**config.mk**
```make
export PLATFORM = sky130hd
export DESIGN_NAME = led_sparkle_decay_pattern
export DESIGN_NICKNAME = d
export VERILOG_FILES = /design/src/rtl/lsdp_pkg.sv /design/src/rtl/lsdp_cell.sv /design/src/rtl/lsdp_speed.sv /design/src/rtl/lsdp_pixel_map.sv /design/src/rtl/led_sparkle_decay_pattern.sv
export SDC_FILE = /design/constraint.sdc
export NUM_CORES = 2
export LEC_CHECK = 0
export BUFFER_PORTS_ARGS = -buffer_cell sky130_fd_sc_hd__buf_2
export CAP_MARGIN = 20
export CORE_MARGIN = 1.5
export CORE_UTILIZATION = 58
export CTS_BUF_LIST = sky130_fd_sc_hd__clkbuf_4 sky130_fd_sc_hd__clkbuf_8
export CTS_CLUSTER_SIZE = 40
export DETAILED_ROUTE_END_ITERATION = 6
export PLACE_DENSITY = 0.79
export SETUP_SLACK_MARGIN = 0.05
export SLEW_MARGIN = 25
export SYNTH_ARGS = -nofsm -noshare
export SYNTH_HDL_FRONTEND = slang
export SYNTH_SLANG_ARGS = --single-unit
```
**constraint.sdc**
```tcl
create_clock -name i_clk -period 6.5 [get_ports i_clk]
set_clock_uncertainty 0.2 [all_clocks]
set_input_delay 0.65 -clock i_clk [delete_from_list [all_inputs] [get_ports i_clk]]
set_output_delay 0.65 -clock i_clk [all_outputs]
set_load 0.005 [all_outputs]
```
**src/rtl/lsdp_pkg.sv**
```systemverilog
// Package for the sparkle and decay LED pattern block.
// Holds sizes, register indexes, reset values and the item and config types.
// Depends on nothing; every other file of the block uses it.
package lsdp_pkg;

    // Sizes of the pixel row.
    localparam int PIXEL_COUNT  = 40;
    localparam int LEDS_PER_RAY = 10;
    localparam int RAY_COUNT    = (PIXEL_COUNT + LEDS_PER_RAY - 1) / LEDS_PER_RAY;
    localparam int PIX_W        = (PIXEL_COUNT > 1) ? $clog2(PIXEL_COUNT) : 1;
    localparam int LED_W        = (LEDS_PER_RAY > 1) ? $clog2(LEDS_PER_RAY) : 1;
    localparam int RAY_W        = (RAY_COUNT > 1) ? $clog2(RAY_COUNT) : 1;
    localparam int SPARK_W      = 6;
    localparam int CMP_W        = (PIX_W > SPARK_W) ? PIX_W : SPARK_W;

    // Configuration port.
    localparam int CFG_IDX_W  = 4;
    localparam int CFG_DATA_W = 16;

    localparam logic [CFG_IDX_W-1:0] REG_BASE_HUE          = 4'd0;
    localparam logic [CFG_IDX_W-1:0] REG_COLOR_SATURATION  = 4'd1;
    localparam logic [CFG_IDX_W-1:0] REG_BASE_SPEED        = 4'd2;
    localparam logic [CFG_IDX_W-1:0] REG_SOUND_ON          = 4'd3;
    localparam logic [CFG_IDX_W-1:0] REG_BASS_BOOST_ON     = 4'd4;
    localparam logic [CFG_IDX_W-1:0] REG_THRESHOLD_TREBLE  = 4'd5;
    localparam logic [CFG_IDX_W-1:0] REG_THRESHOLD_BASS    = 4'd6;
    localparam logic [CFG_IDX_W-1:0] REG_THRESHOLD_LOW_MID = 4'd7;

    // Register values after reset.
    localparam logic [8:0] RST_BASE_HUE         = 9'd30;
    localparam logic [7:0] RST_COLOR_SATURATION = 8'd255;
    localparam logic [5:0] RST_BASE_SPEED       = 6'd2;

    // Pixel level constants.
    localparam logic [7:0] LEVEL_FULL = 8'd255;

    typedef struct packed {
        logic [5:0]  spark_index;
        logic [15:0] level_treble;
        logic [15:0] level_bass;
        logic [15:0] level_low_mid;
    } t_in_item;

    typedef struct packed {
        logic [1:0] ray_number;
        logic [3:0] led_number;
        logic [8:0] pixel_hue;
        logic [7:0] pixel_saturation;
        logic [7:0] pixel_value;
        logic       last_pixel;
    } t_out_item;

    typedef struct packed {
        logic [8:0]  base_hue;
        logic [7:0]  color_saturation;
        logic [5:0]  base_speed;
        logic        sound_on;
        logic        bass_boost_on;
        logic [15:0] threshold_treble;
        logic [15:0] threshold_bass;
        logic [15:0] threshold_low_mid;
    } t_cfg;

    // Status handed from the speed unit to the sequencer.
    typedef struct packed {
        logic       done;
        logic [5:0] speed;
        logic [8:0] hue;
    } t_speed_status;

endpackage

```
**src/rtl/lsdp_cell.sv**
```systemverilog
// One cell of the rotating pixel row: holds the level of one pixel.
// Depends on lsdp_pkg for the full level constant.
module lsdp_cell (
    input  logic       i_clk,
    input  logic       i_rst_n,
    input  logic       i_ignite,
    input  logic       i_shift,
    input  logic [7:0] i_next_level,
    output logic [7:0] o_level
);
    import lsdp_pkg::*;

    logic [7:0] r_level;

    // A spark only lights a dark pixel; while streaming the level moves on.
    always_ff @(posedge i_clk) begin
        if (!i_rst_n) begin
            r_level <= '0;
        end else if (i_ignite && (r_level == '0)) begin
            r_level <= LEVEL_FULL;
        end else if (i_shift) begin
            r_level <= i_next_level;
        end
    end

    assign o_level = r_level;

endmodule

```
**src/rtl/lsdp_speed.sv**
```systemverilog
// Works out the hue offset, the wrapped hue and the decay speed of one tick.
// Compare and divide by five are register stages; the cap is combinational. Depends on lsdp_pkg.
module lsdp_speed (
    input  logic                    i_clk,
    input  logic                    i_rst_n,
    input  logic                    i_start,
    input  lsdp_pkg::t_in_item      i_item,
    input  lsdp_pkg::t_cfg          i_cfg,
    output lsdp_pkg::t_speed_status o_status
);
    import lsdp_pkg::*;

    localparam logic [1:0] MODE_BASE   = 2'd0;
    localparam logic [1:0] MODE_BASS   = 2'd1;
    localparam logic [1:0] MODE_LOWMID = 2'd2;

    // Reciprocal of five, exact for 16-bit dividends after a shift by 18.
    localparam logic [32:0] RECIP5 = 33'd52429;

    logic        r_v1;
    logic        r_v2;
    logic [1:0]  r_mode;
    logic [1:0]  r_mode2;
    logic [15:0] r_diff;
    logic [13:0] r_quot;
    logic [8:0]  r_hue_offset;
    logic [8:0]  r_hue;
    logic [5:0]  r_decay_speed;

    logic [1:0]  n_mode;
    logic [15:0] n_diff;
    logic [32:0] w_prod;
    logic [9:0]  w_hue_sum;
    logic [9:0]  w_hue_once;
    logic [9:0]  w_hue_twice;
    logic [13:0] w_cap;
    logic [13:0] w_add;
    logic [6:0]  w_sum;
    logic [5:0]  n_speed;

    // Which band drives the speed, and by how much it exceeds its threshold.
    always_comb begin
        n_mode = MODE_BASE;
        n_diff = i_item.level_low_mid - i_cfg.threshold_low_mid;
        if (i_cfg.sound_on) begin
            if (i_item.level_bass > i_cfg.threshold_bass) begin
                n_mode = MODE_BASS;
                n_diff = i_item.level_bass - i_cfg.threshold_bass;
            end else if (i_cfg.bass_boost_on &&
                         (i_item.level_low_mid > i_cfg.threshold_low_mid)) begin
                n_mode = MODE_LOWMID;
            end
        end
    end

    // Control and state of the pipeline.
    always_ff @(posedge i_clk) begin
        if (!i_rst_n) begin
            r_v1          <= 1'b0;
            r_v2          <= 1'b0;
            r_hue_offset  <= '0;
            r_decay_speed <= '0;
        end else begin
            r_v1   <= i_start;
            r_v2   <= r_v1;
            if (i_start && i_cfg.sound_on &&
                (i_item.level_treble > i_cfg.threshold_treble)) begin
                r_hue_offset <= (r_hue_offset == 9'd359) ? 9'd0 : r_hue_offset + 9'd1;
            end
            if (r_v2) begin
                r_decay_speed <= n_speed;
            end
        end
    end

    // Stage one: band choice and excess.
    always_ff @(posedge i_clk) begin
        if (i_start) begin
            r_mode <= n_mode;
            r_diff <= n_diff;
        end
    end

    // Stage two: divide the excess by five and wrap the hue.
    assign w_prod      = 33'(r_diff) * RECIP5;
    assign w_hue_sum   = 10'(i_cfg.base_hue) + 10'(r_hue_offset);
    assign w_hue_once  = (w_hue_sum >= 10'd360) ? w_hue_sum - 10'd360 : w_hue_sum;
    assign w_hue_twice = (w_hue_once >= 10'd360) ? w_hue_once - 10'd360 : w_hue_once;

    always_ff @(posedge i_clk) begin
        if (r_v1) begin
            r_quot  <= w_prod[31:18];
            r_mode2 <= r_mode;
            r_hue   <= w_hue_twice[8:0];
        end
    end

    // Stage three: cap the step, add it and cap the speed at fifty.
    always_comb begin
        w_cap = (r_mode2 == MODE_BASS && !i_cfg.bass_boost_on) ? 14'd20 : 14'd10;
        w_add = (r_quot > w_cap) ? w_cap : r_quot;
        unique case (r_mode2)
            MODE_BASS:   w_sum = 7'(i_cfg.base_speed) + 7'(w_add);
            MODE_LOWMID: w_sum = 7'(r_decay_speed) + 7'(w_add);
            default:     w_sum = 7'(i_cfg.base_speed);
        endcase
        n_speed = (w_sum > 7'd50) ? 6'd50 : w_sum[5:0];
    end

    assign o_status.done  = r_v2;
    assign o_status.speed = n_speed;
    assign o_status.hue   = r_hue;

endmodule

```
**src/rtl/lsdp_pixel_map.sv**
```systemverilog
// Shared unit that decays the head pixel's level and maps it to HSV fields.
// Combinational; depends on lsdp_pkg.
module lsdp_pixel_map (
    input  logic [7:0] i_level,
    input  logic [5:0] i_speed,
    input  logic [8:0] i_hue,
    output logic [7:0] o_level,
    output logic [8:0] o_hue,
    output logic [7:0] o_value
);
    import lsdp_pkg::*;

    // 147 / 1024 gives the floor of a division by seven for values below 128.
    localparam logic [14:0] RECIP7 = 15'd147;

    logic [7:0]  w_level;
    logic [6:0]  w_scalar;
    logic [14:0] w_prod;
    logic [8:0]  w_value;

    // Decay saturating at zero, then fold the level into a triangle.
    always_comb begin
        w_level  = (8'(i_speed) > i_level) ? 8'd0 : i_level - 8'(i_speed);
        w_scalar = (w_level <= 8'd127) ? w_level[6:0] : 7'(LEVEL_FULL - w_level);
        w_prod   = 15'(w_scalar) * RECIP7;
        w_value  = 9'(w_scalar) + 9'd174;
    end

    assign o_level = w_level;
    assign o_hue   = i_hue + 9'(w_prod[14:10]);
    assign o_value = (w_value > 9'd255) ? 8'd255 : w_value[7:0];

endmodule

```
**src/rtl/led_sparkle_decay_pattern.sv**
```systemverilog
// Top level of the sparkle and decay LED pattern block.
// Depends on lsdp_pkg, lsdp_cell, lsdp_speed and lsdp_pixel_map.
//
// Usage:
// Each input item is one frame tick: a spark pixel index and three audio band
// levels. It is accepted on i_in_valid and o_in_ready; o_in_ready is high only
// while no tick is being worked on. Each tick gives PIXEL_COUNT result items,
// pixel 0 first, on o_out_valid and i_out_ready; last_pixel marks the final one.
// Configuration is written on i_cfg_valid with o_cfg_ready always high; register
// index i is the i-th register of the list, indexes beyond it are ignored.
// After a tick is taken, the speed unit registers the band choice and excess,
// then the excess divided by five; the sequencer then leaves its calc state
// and the first result is registered. The pace of a tick is set by the row of
// cells, which rotates one pixel a cycle while the receiver does not stall,
// through the single shared decay and colour unit.
// A stalled receiver holds the output register and freezes the row; the next
// tick may be accepted while the last result of a tick still waits.
// Reset clears all pixel levels, the decay speed and the hue offset, and loads
// the register reset values.
module led_sparkle_decay_pattern (
    input  logic                          i_clk,
    input  logic                          i_rst_n,
    input  logic                          i_in_valid,
    output logic                          o_in_ready,
    input  lsdp_pkg::t_in_item            i_in_item,
    output logic                          o_out_valid,
    input  logic                          i_out_ready,
    output lsdp_pkg::t_out_item           o_out_item,
    input  logic                          i_cfg_valid,
    output logic                          o_cfg_ready,
    input  logic [lsdp_pkg::CFG_IDX_W-1:0]  i_cfg_index,
    input  logic [lsdp_pkg::CFG_DATA_W-1:0] i_cfg_data
);
    import lsdp_pkg::*;

    localparam logic [1:0] ST_IDLE   = 2'd0;
    localparam logic [1:0] ST_CALC   = 2'd1;
    localparam logic [1:0] ST_STREAM = 2'd2;

    logic [1:0]       r_state;
    t_cfg             r_cfg;
    logic             r_out_valid;
    t_out_item        r_out_item;
    logic [PIX_W-1:0] r_pix;
    logic [LED_W-1:0] r_led;
    logic [RAY_W-1:0] r_ray;
    logic [5:0]       r_speed;
    logic [8:0]       r_hue;

    logic             w_accept;
    logic             w_advance;
    logic             w_last;
    t_speed_status    w_status;
    logic [7:0]       w_level [PIXEL_COUNT];
    logic [7:0]       w_decayed;
    logic [8:0]       w_hue;
    logic [7:0]       w_value;

    assign w_accept  = i_in_valid && o_in_ready;
    assign w_advance = (r_state == ST_STREAM) && (!r_out_valid || i_out_ready);
    assign w_last    = (r_pix == PIX_W'(PIXEL_COUNT - 1));

    // Configuration registers.
    always_ff @(posedge i_clk) begin
        if (!i_rst_n) begin
            r_cfg.base_hue          <= RST_BASE_HUE;
            r_cfg.color_saturation  <= RST_COLOR_SATURATION;
            r_cfg.base_speed        <= RST_BASE_SPEED;
            r_cfg.sound_on          <= 1'b0;
            r_cfg.bass_boost_on     <= 1'b0;
            r_cfg.threshold_treble  <= '0;
            r_cfg.threshold_bass    <= '0;
            r_cfg.threshold_low_mid <= '0;
        end else if (i_cfg_valid) begin
            unique case (i_cfg_index)
                REG_BASE_HUE:          r_cfg.base_hue          <= i_cfg_data[8:0];
                REG_COLOR_SATURATION:  r_cfg.color_saturation  <= i_cfg_data[7:0];
                REG_BASE_SPEED:        r_cfg.base_speed        <= i_cfg_data[5:0];
                REG_SOUND_ON:          r_cfg.sound_on          <= i_cfg_data[0];
                REG_BASS_BOOST_ON:     r_cfg.bass_boost_on     <= i_cfg_data[0];
                REG_THRESHOLD_TREBLE:  r_cfg.threshold_treble  <= i_cfg_data;
                REG_THRESHOLD_BASS:    r_cfg.threshold_bass    <= i_cfg_data;
                REG_THRESHOLD_LOW_MID: r_cfg.threshold_low_mid <= i_cfg_data;
                default: ;
            endcase
        end
    end

    assign o_cfg_ready = 1'b1;

    // Speed and hue for the tick.
    lsdp_speed u_speed (
        .i_clk    (i_clk),
        .i_rst_n  (i_rst_n),
        .i_start  (w_accept),
        .i_item   (i_in_item),
        .i_cfg    (r_cfg),
        .o_status (w_status)
    );

    // Row of cells: cell 0 is the head, the decayed level re-enters at the tail.
    for (genvar k = 0; k < PIXEL_COUNT; k++) begin : g_cell
        logic w_hit;
        logic [7:0] w_next;
        assign w_hit = w_accept &&
                       (CMP_W'(i_in_item.spark_index) == CMP_W'(k));
        if (k == PIXEL_COUNT - 1) begin : g_tail
            assign w_next = w_decayed;
        end else begin : g_body
            assign w_next = w_level[k+1];
        end
        lsdp_cell u_cell (
            .i_clk        (i_clk),
            .i_rst_n      (i_rst_n),
            .i_ignite     (w_hit),
            .i_shift      (w_advance),
            .i_next_level (w_next),
            .o_level      (w_level[k])
        );
    end

    lsdp_pixel_map u_map (
        .i_level (w_level[0]),
        .i_speed (r_speed),
        .i_hue   (r_hue),
        .o_level (w_decayed),
        .o_hue   (w_hue),
        .o_value (w_value)
    );

    // Sequencer and pixel position counters.
    always_ff @(posedge i_clk) begin
        if (!i_rst_n) begin
            r_state <= ST_IDLE;
            r_pix   <= '0;
            r_led   <= '0;
            r_ray   <= '0;
        end else begin
            unique case (r_state)
                ST_IDLE: begin
                    if (w_accept) begin
                        r_state <= ST_CALC;
                    end
                end
                ST_CALC: begin
                    if (w_status.done) begin
                        r_state <= ST_STREAM;
                    end
                end
                ST_STREAM: begin
                    if (w_advance) begin
                        if (w_last) begin
                            r_state <= ST_IDLE;
                            r_pix   <= '0;
                            r_led   <= '0;
                            r_ray   <= '0;
                        end else begin
                            r_pix <= r_pix + PIX_W'(1);
                            if (r_led == LED_W'(LEDS_PER_RAY - 1)) begin
                                r_led <= '0;
                                r_ray <= r_ray + RAY_W'(1);
                            end else begin
                                r_led <= r_led + LED_W'(1);
                            end
                        end
                    end
                end
                default: r_state <= ST_IDLE;
            endcase
        end
    end

    // Speed and hue are held for the whole stream of the tick.
    always_ff @(posedge i_clk) begin
        if (w_status.done) begin
            r_speed <= w_status.speed;
            r_hue   <= w_status.hue;
        end
    end

    // Output register.
    always_ff @(posedge i_clk) begin
        if (!i_rst_n) begin
            r_out_valid <= 1'b0;
        end else if (w_advance) begin
            r_out_valid <= 1'b1;
        end else if (i_out_ready) begin
            r_out_valid <= 1'b0;
        end
    end

    always_ff @(posedge i_clk) begin
        if (w_advance) begin
            r_out_item.ray_number       <= 2'(r_ray);
            r_out_item.led_number       <= 4'(r_led);
            r_out_item.pixel_hue        <= w_hue;
            r_out_item.pixel_saturation <= r_cfg.color_saturation;
            r_out_item.pixel_value      <= w_value;
            r_out_item.last_pixel       <= w_last;
        end
    end

    assign o_in_ready  = (r_state == ST_IDLE);
    assign o_out_valid = r_out_valid;
    assign o_out_item  = r_out_item;

endmodule

```
== Word level (Yosys, flattened, before mapping) ==
Index checks and enable logic that the tools add are counted.
W data, S select, Z words.

* Output and inout bits: 35
* Logic and storage cells: 447
* Flip-flop bits (word level): 515
* Input bits: 79

* Bitwise logic cells: 1
* $add $sub $neg: 15
* Reductions and logical operators: 186
* Order comparisons: 10
* Muxes and demuxes: 105
* $mul: 2
* Equality and inequality tests: 57

{| class="wikitable"
|+ Operator list
! operator !! count
|-
| $mux W8 || 81
|-
| $logic_not A8 Y1 || 40
|-
| $eq A6 B5 Y1 const B || 16
|-
| $logic_and A1 B1 Y1 || 86
|-
| $reduce_bool A2 Y1 || 42
|-
| $eq A6 B6 Y1 const B || 9
|-
| $eq A6 B4 Y1 const B || 8
|-
| $gt A16 B16 Y1 || 3
|-
| $mul A16 B16 Y32 const B || 1
|-
| $mux W16 || 2
|-
| $sub A16 B16 Y16 || 2
|-
| $eq A6 B3 Y1 const B || 4
|-
| $ge A10 B9 Y1 const B || 2
|-
| $mux W9 || 2
|-
| $reduce_and A2 Y1 || 9
|-
| $eq A4 B3 Y1 const B || 4
|-
| $mul A7 B8 Y15 const B || 1
|-
| $add A6 B7 Y7 || 2
|-
| $gt A14 B5 Y1 || 1
|-
| $mux W2 || 7
|-
| $mux W7 || 2
|-
| $pmux W7 S2 || 1
|-
| $eq A6 B2 Y1 const B || 2
|-
| $mux W6 || 2
|-
| 38 further kinds || 47
|}

== Depth between registers and ports, before layout ==
* Word-level depth: 9
* Gate-level depth with buffers: 34
* Mapped depth without buffers: 34

== By module ==
A second synthesis with hierarchy kept.

* Cells, all modules: 3079
* Area total of the unflattened synthesis: 31067.3 um^2

{| class="wikitable"
|+ By module, submodules not included
! module !! sequential area each (um^2) !! cells each !! times used !! area each (um^2)
|-
| lsdp_cell || 160.2 || 32 || 40 || 354.1
|-
| lsdp_speed || 1631.6 || 1063 || 1 || 9914.5
|-
| led_sparkle_decay_pattern || 3173.0 || 484 || 1 || 5098.6
|-
| lsdp_pixel_map || 0.0 || 252 || 1 || 1890.6
|}

== Least setup slack after synthesis ==
No wires, ideal clock.

* Path type: register -> register
* Start: reg r_speed[0]
* End: reg r_out_item (netlist bit o_out_item[25]), data pin
* Required time: 6.042 ns
* Setup slack: 0.106 ns
* Library setup time: 0.258 ns
* Arrival time: 5.937 ns
* Period minus slack after synthesis: 6.394 ns
* Buffers on the path: 0
* Cell stages (with the launch flop): 31
* Cell sequence: edfxtp_1 ha_1 fa_1 nor2b_1 o21ai_0 a21boi_0 o21a_1 nor3_1 a21oi_1 xor2_1 nor2_1 ha_1 ha_1 inv_1 fa_1 inv_1 ha_1 nand2_1 nor3_1 o21ai_0 a21oi_1 o41ai_2 o21ba_2 xor2_1 fa_1 inv_1 a21oi_1 o21bai_1 a21o_1 nand4_1 xnor2_1

* Word-level cells in the longest chain between the ends: 6

{| class="wikitable"
|+ Ends and longest elaborated chain
! element !! line !! RTL
|-
| start: declaration || led_sparkle_decay_pattern.sv:47 || <nowiki>logic [5:0] r_speed;</nowiki>
|-
| start signal: assignment || led_sparkle_decay_pattern.sv:176 || <nowiki>r_speed <= w_status.speed;</nowiki>
|-
| $sub A8 B6 Y8 / $gt A6 B8 Y1 (equally long branches) || lsdp_pixel_map.sv:23 || <nowiki>w_level = (8'(i_speed) > i_level) ? 8'd0 : i_level - 8'(i_speed);</nowiki>
|-
| $mux W8 * || lsdp_pixel_map.sv:23 ||
|-
| $sub A7 B7 Y7 / $le A8 B7 Y1 (equally long branches) || lsdp_pixel_map.sv:24 || <nowiki>w_scalar = (w_level <= 8'd127) ? w_level[6:0] : 7'(LEVEL_FULL - w_level);</nowiki>
|-
| $mux W7 * || lsdp_pixel_map.sv:24 ||
|-
| $mul A7 B8 Y15 * || lsdp_pixel_map.sv:25 || <nowiki>w_prod = 15'(w_scalar) * RECIP7;</nowiki>
|-
| $add A9 B5 Y9 * || lsdp_pixel_map.sv:30 || <nowiki>assign o_hue = i_hue + 9'(w_prod[14:10]);</nowiki>
|-
| net u_map.o_hue[8] || lsdp_pixel_map.sv:8 || <nowiki>output logic [8:0] o_hue,</nowiki>
|-
| end: declaration || led_sparkle_decay_pattern.sv:43 || <nowiki>t_out_item r_out_item;</nowiki>
|}

Mark *: on every way through the listed nets, which the timed path passes. The rest lies on a longest branch.
A chain may end at the register's enable or synchronous reset.

== Worst setup path in the final report ==
* Start: reg r_speed[0]
* End: reg r_out_item (netlist bit o_out_item[24]), data pin

Same word-level chain as after synthesis.

==> run summary <==
In this run the horizontal extent of the chip is 224 um. Among all flip-flop cells after synthesis, the most frequent one is sky130_fd_sc_hd__dfxtp_1. The longest clock path from root to sink contains 3 buffers. For this block, the via count after detailed routing is 23500. The tools report the post-detailed-route count of antenna-violating nets as 0. The worst endpoint data arrival time was 6480 ps; the number of buffers created by CTS was 84.

The worst slew margin relative to its limit is 0.198. The part of the cycle the worst path needs was 0.967. The startpoint class of the critical path is a flip-flop.

The logs give 0 for the final hold violation count and 0.0480 mm2 for the floorplan core area. The later pin in the worst-skew pair is clocked with a latency of 670 ps. Number of max-cap violations: 0. The area of the mapped netlist is 0.0284 mm2. The final layout contains 3734 nets. The tightest min-delay check is of the input port to flip-flop type. The level count of the clock H-tree is 3, and the number of synthesized register bits is 515. Measured along the y axis, the die boundary spans 224 um. In this design, the stage delay of the slowest critical-path cell is 490 ps. The effective utilization at floorplan is 0.591.

Global routing finished with a remaining overflow of 0. Cell with the largest stage delay on the worst path: sky130_fd_sc_hd__fa_1. Entering global routing, the biggest net connects 255 pins. The portion of the post-synthesis area used by sequential elements was 0.395. The maximum fanout encountered on the critical timing path works out to 5. The flow ran to the end, and the final reports show no timing, DRC or antenna violations. The share of cells above drive strength 1 was 0.114; the final-report setup violation count was 0. The run gives 0 ps as the final sum of negative setup slack.

The sort of element at the end of the critical path was a flip-flop. The area growth from synthesis to layout is 11.0%. The number of sinks on the clock net came out at 515.

The fraction of registers with async set or reset after synthesis was 0. The placer congestion estimate is 0.923, and the quantity of I/O buffers inserted on ports is 112. The total power draw was 10.5 mW. In this run the core area contains 80 standard-cell rows. The first-pass GRT wire length was 110000 um.

The routed design has 67600 um of wire. Setup repair after global routing could not meet its margin everywhere. Derived from the worst setup path, the maximum achievable clock frequency is 0.159 GHz.

The required time of the critical path was 6700 ps. The leading cell type in the layout, fill and taps excluded is sky130_fd_sc_hd__nand2_1. The post-DP HPWL is 48300 um. TritonCTS built the clock tree.

The analysis attributes to cell leakage a power of 12.5 nW. The filler cells instantiated in the layout total 3824. After layout, the minimum clock period comes to 6280 ps.

The max-slew violation count is 0, and the via count of the first global-routing pass is 22400. The number of warnings reported in the yosys synthesis log was 0. For this design the ratio of total power to cell area is 334 mW/mm2. IR analysis of the VDD net gives a maximum drop of 0.423 mV.

For the total die area, the log shows 0.0503 mm2. The actual transition at the worst max-transition pin works out to 1200 ps. The root cell of the clock tree is sky130_fd_sc_hd__clkbuf_8.

In this run, distinct cell masters in the synthesized netlist total 85. The first detailed-routing pass ran for 6 iterations. After the first detailed-routing iteration, the DRC count stood at 2007.

In the layout the commonest cells are sky130_fd_sc_hd__nand2_1 (736), sky130_fd_sc_hd__dfxtp_1 (423), sky130_fd_sc_hd__a31oi_1 (319). The number of antenna violations at the first check in global routing came out at 6. By startpoint and endpoint, the worst setup path is classified as flip-flop to flip-flop. The run gives 0.267 as the global-route total usage across every layer. Each instance of the synthesized netlist takes up on average 8.81 um2. Using the TritonRoute via totals, the vias-per-cell ratio works out to 5.87. The cell count after synthesis came out at 3223. After clock tree synthesis, the clock-pin slew on the worst setup and hold paths is 60 ps. The logs give 0 for the DRC violation count after routing and 114 for the I/O pin count. In this run, synthesis inferred 90 flip-flops with an integrated enable.

The average detailed-routed wire length per instance was 16.9 um.
## critical path: cells and delay by family (launching register included)
kind            cells  cell delay [ps]
fa+ha+maj           7             2160
flops               1              390
simple gates        6              690
buf+inv             5              450
compound gates     11             1680
xor+xnor            3              450
## cells by family after synthesis
logic type / count (synthesis) / share of synthesized area
adders and majority gates: 333 / 0.171
and+or+nand+nor: 1186 / 0.183
muxes: 71 / 0.0258
AOI/OAI and AO/OA: 618 / 0.141
other: 2 / 0.000265
DFF: 515 / 0.395
xor gates and xnor gates: 96 / 0.0301
buffers and inverters: 402 / 0.0541
## synthesized netlist by cell type, types with 4 or more instances
| master | n | area, um2 |
|---|---|---|
| sky130_fd_sc_hd__nand2_1 | 739 | 2770 |
| sky130_fd_sc_hd__dfxtp_1 | 425 | 8510 |
| sky130_fd_sc_hd__a31oi_1 | 319 | 2000 |
| sky130_fd_sc_hd__inv_1 | 255 | 957 |
| sky130_fd_sc_hd__ha_1 | 243 | 3040 |
| sky130_fd_sc_hd__nor2_1 | 142 | 533 |
| sky130_fd_sc_hd__clkbuf_1 | 134 | 503 |
| sky130_fd_sc_hd__a21oi_1 | 100 | 500 |
| sky130_fd_sc_hd__edfxtp_1 | 90 | 2700 |
| sky130_fd_sc_hd__fa_1 | 90 | 1800 |
| sky130_fd_sc_hd__nor4_1 | 90 | 563 |
| sky130_fd_sc_hd__xnor2_1 | 66 | 578 |
| sky130_fd_sc_hd__mux2i_1 | 62 | 621 |
| sky130_fd_sc_hd__nand4_1 | 58 | 363 |
| sky130_fd_sc_hd__o21ai_0 | 52 | 260 |
| sky130_fd_sc_hd__a21o_1 | 38 | 285 |
| sky130_fd_sc_hd__nor3_1 | 29 | 145 |
| sky130_fd_sc_hd__xor2_1 | 29 | 254 |
| sky130_fd_sc_hd__nand3_1 | 26 | 130 |
| sky130_fd_sc_hd__nand2b_1 | 19 | 119 |
| sky130_fd_sc_hd__nor2b_1 | 17 | 106 |
| sky130_fd_sc_hd__a211oi_1 | 16 | 120 |
| sky130_fd_sc_hd__o21a_1 | 15 | 113 |
| sky130_fd_sc_hd__or2_2 | 12 | 75.1 |
| sky130_fd_sc_hd__and2_1 | 9 | 56.3 |
| sky130_fd_sc_hd__and3_1 | 9 | 56.3 |
| sky130_fd_sc_hd__mux2_2 | 8 | 90.1 |
| sky130_fd_sc_hd__nor3b_1 | 7 | 52.6 |
| sky130_fd_sc_hd__o21bai_1 | 7 | 52.6 |
| sky130_fd_sc_hd__or3_1 | 7 | 43.8 |
| sky130_fd_sc_hd__buf_2 | 6 | 30.0 |
| sky130_fd_sc_hd__nand3b_1 | 6 | 45.0 |
| sky130_fd_sc_hd__o31ai_1 | 6 | 45.0 |
| sky130_fd_sc_hd__o2111ai_1 | 5 | 43.8 |
| sky130_fd_sc_hd__o211ai_1 | 5 | 37.5 |
| sky130_fd_sc_hd__a311oi_1 | 4 | 35.0 |
| sky130_fd_sc_hd__or4_1 | 4 | 30.0 |
## layout make-up
| cell class | count | area (um2) | area share |
|---|---|---|---|
| Multi-Input combinational cell | 2307 | 15800 | 0.503 |
| Sequential cell | 515 | 11200 | 0.356 |
| Clock buffer | 126 | 1530 | 0.0487 |
| Inverter | 257 | 985 | 0.0312 |
| Timing Repair Buffer | 157 | 943 | 0.0299 |
| Tap cell | 615 | 769 | 0.0244 |
| Clock inverter | 21 | 210 | 0.00667 |
| Antenna cell | 6 | 15.0 | 0.000476 |
## registers in the layout, summed over array words and instances (netlist names), 4 cells and up
| register | flops |
|---|---|
| o_out_item | 32 |
| r_led | 4 |
| u_speed.r_decay_speed | 6 |
| r_hue | 9 |
| u_speed.r_diff | 16 |
| g_cell.u_cell.o_level | 320 |
| u_speed.r_hue | 9 |
| u_speed.r_hue_offset | 9 |
| r_speed | 6 |
| u_speed.r_quot | 14 |
| r_pix | 6 |
| r_cfg | 73 |
## path summary, 6_finish.rpt
check | slack [ps] | from | to | cells past startpoint
worst max-delay path | 220 | r_speed[0]$_DFFE_PP_ | o_out_item[24]$_DFFE_PP_ | 32
worst min-delay path | 50 | i_cfg_data[13] | r_cfg[13]$_SDFFE_PN0P_ | 3
worst max register to register | 220 | r_speed[0]$_DFFE_PP_ | o_out_item[24]$_DFFE_PP_ | 32
worst min register to register | 210 | u_speed.r_hue[1]$_DFFE_PP_ | r_hue[1]$_DFFE_PP_ | 0
## what timing repair did
item / CTS / global route
resized for setup: 6 / 36
gates cloned: 0 / 1
hold buffers: 0 / 0
buffers inserted: 0 / 12
pin swaps: 6 / 14
setup endpoints to repair: 5 / 15
## power breakdown
group          switching (mW)  internal, mW  total [mW]
clock                    1.28          1.63        2.92
combinational            2.36          1.71        4.07
sequential             0.0581          3.49        3.55
total                    3.70          6.84        10.5
## metal layers
layer  track usage  part of all wire
met5             0                 0
met2         0.431              0.46
met1         0.363              0.45
met3        0.0439             0.057
met4        0.0944             0.030
## per-stage QoR
| stage | instances | area (um2) | setup WS (ps) | util | hold WS [ps] |
|---|---|---|---|---|---|
| after floorplan | 3224 | 28400 | 106 | - | 200 |
| after global routing | 4004 | 31500 | -105 | 0.656 | 33.2 |
| after detailed placement | 3838 | 29500 | -143 | 0.614 | 207 |
| after CTS | 3985 | 31300 | 64.1 | 0.651 | 4.44 |
| final | 4004 | 31500 | 215 | 0.656 | 46.2 |
| after global placement | 3838 | 29500 | 65.3 | 0.614 | 204 |
Note: power is estimated with default switching activity, not from simulation.
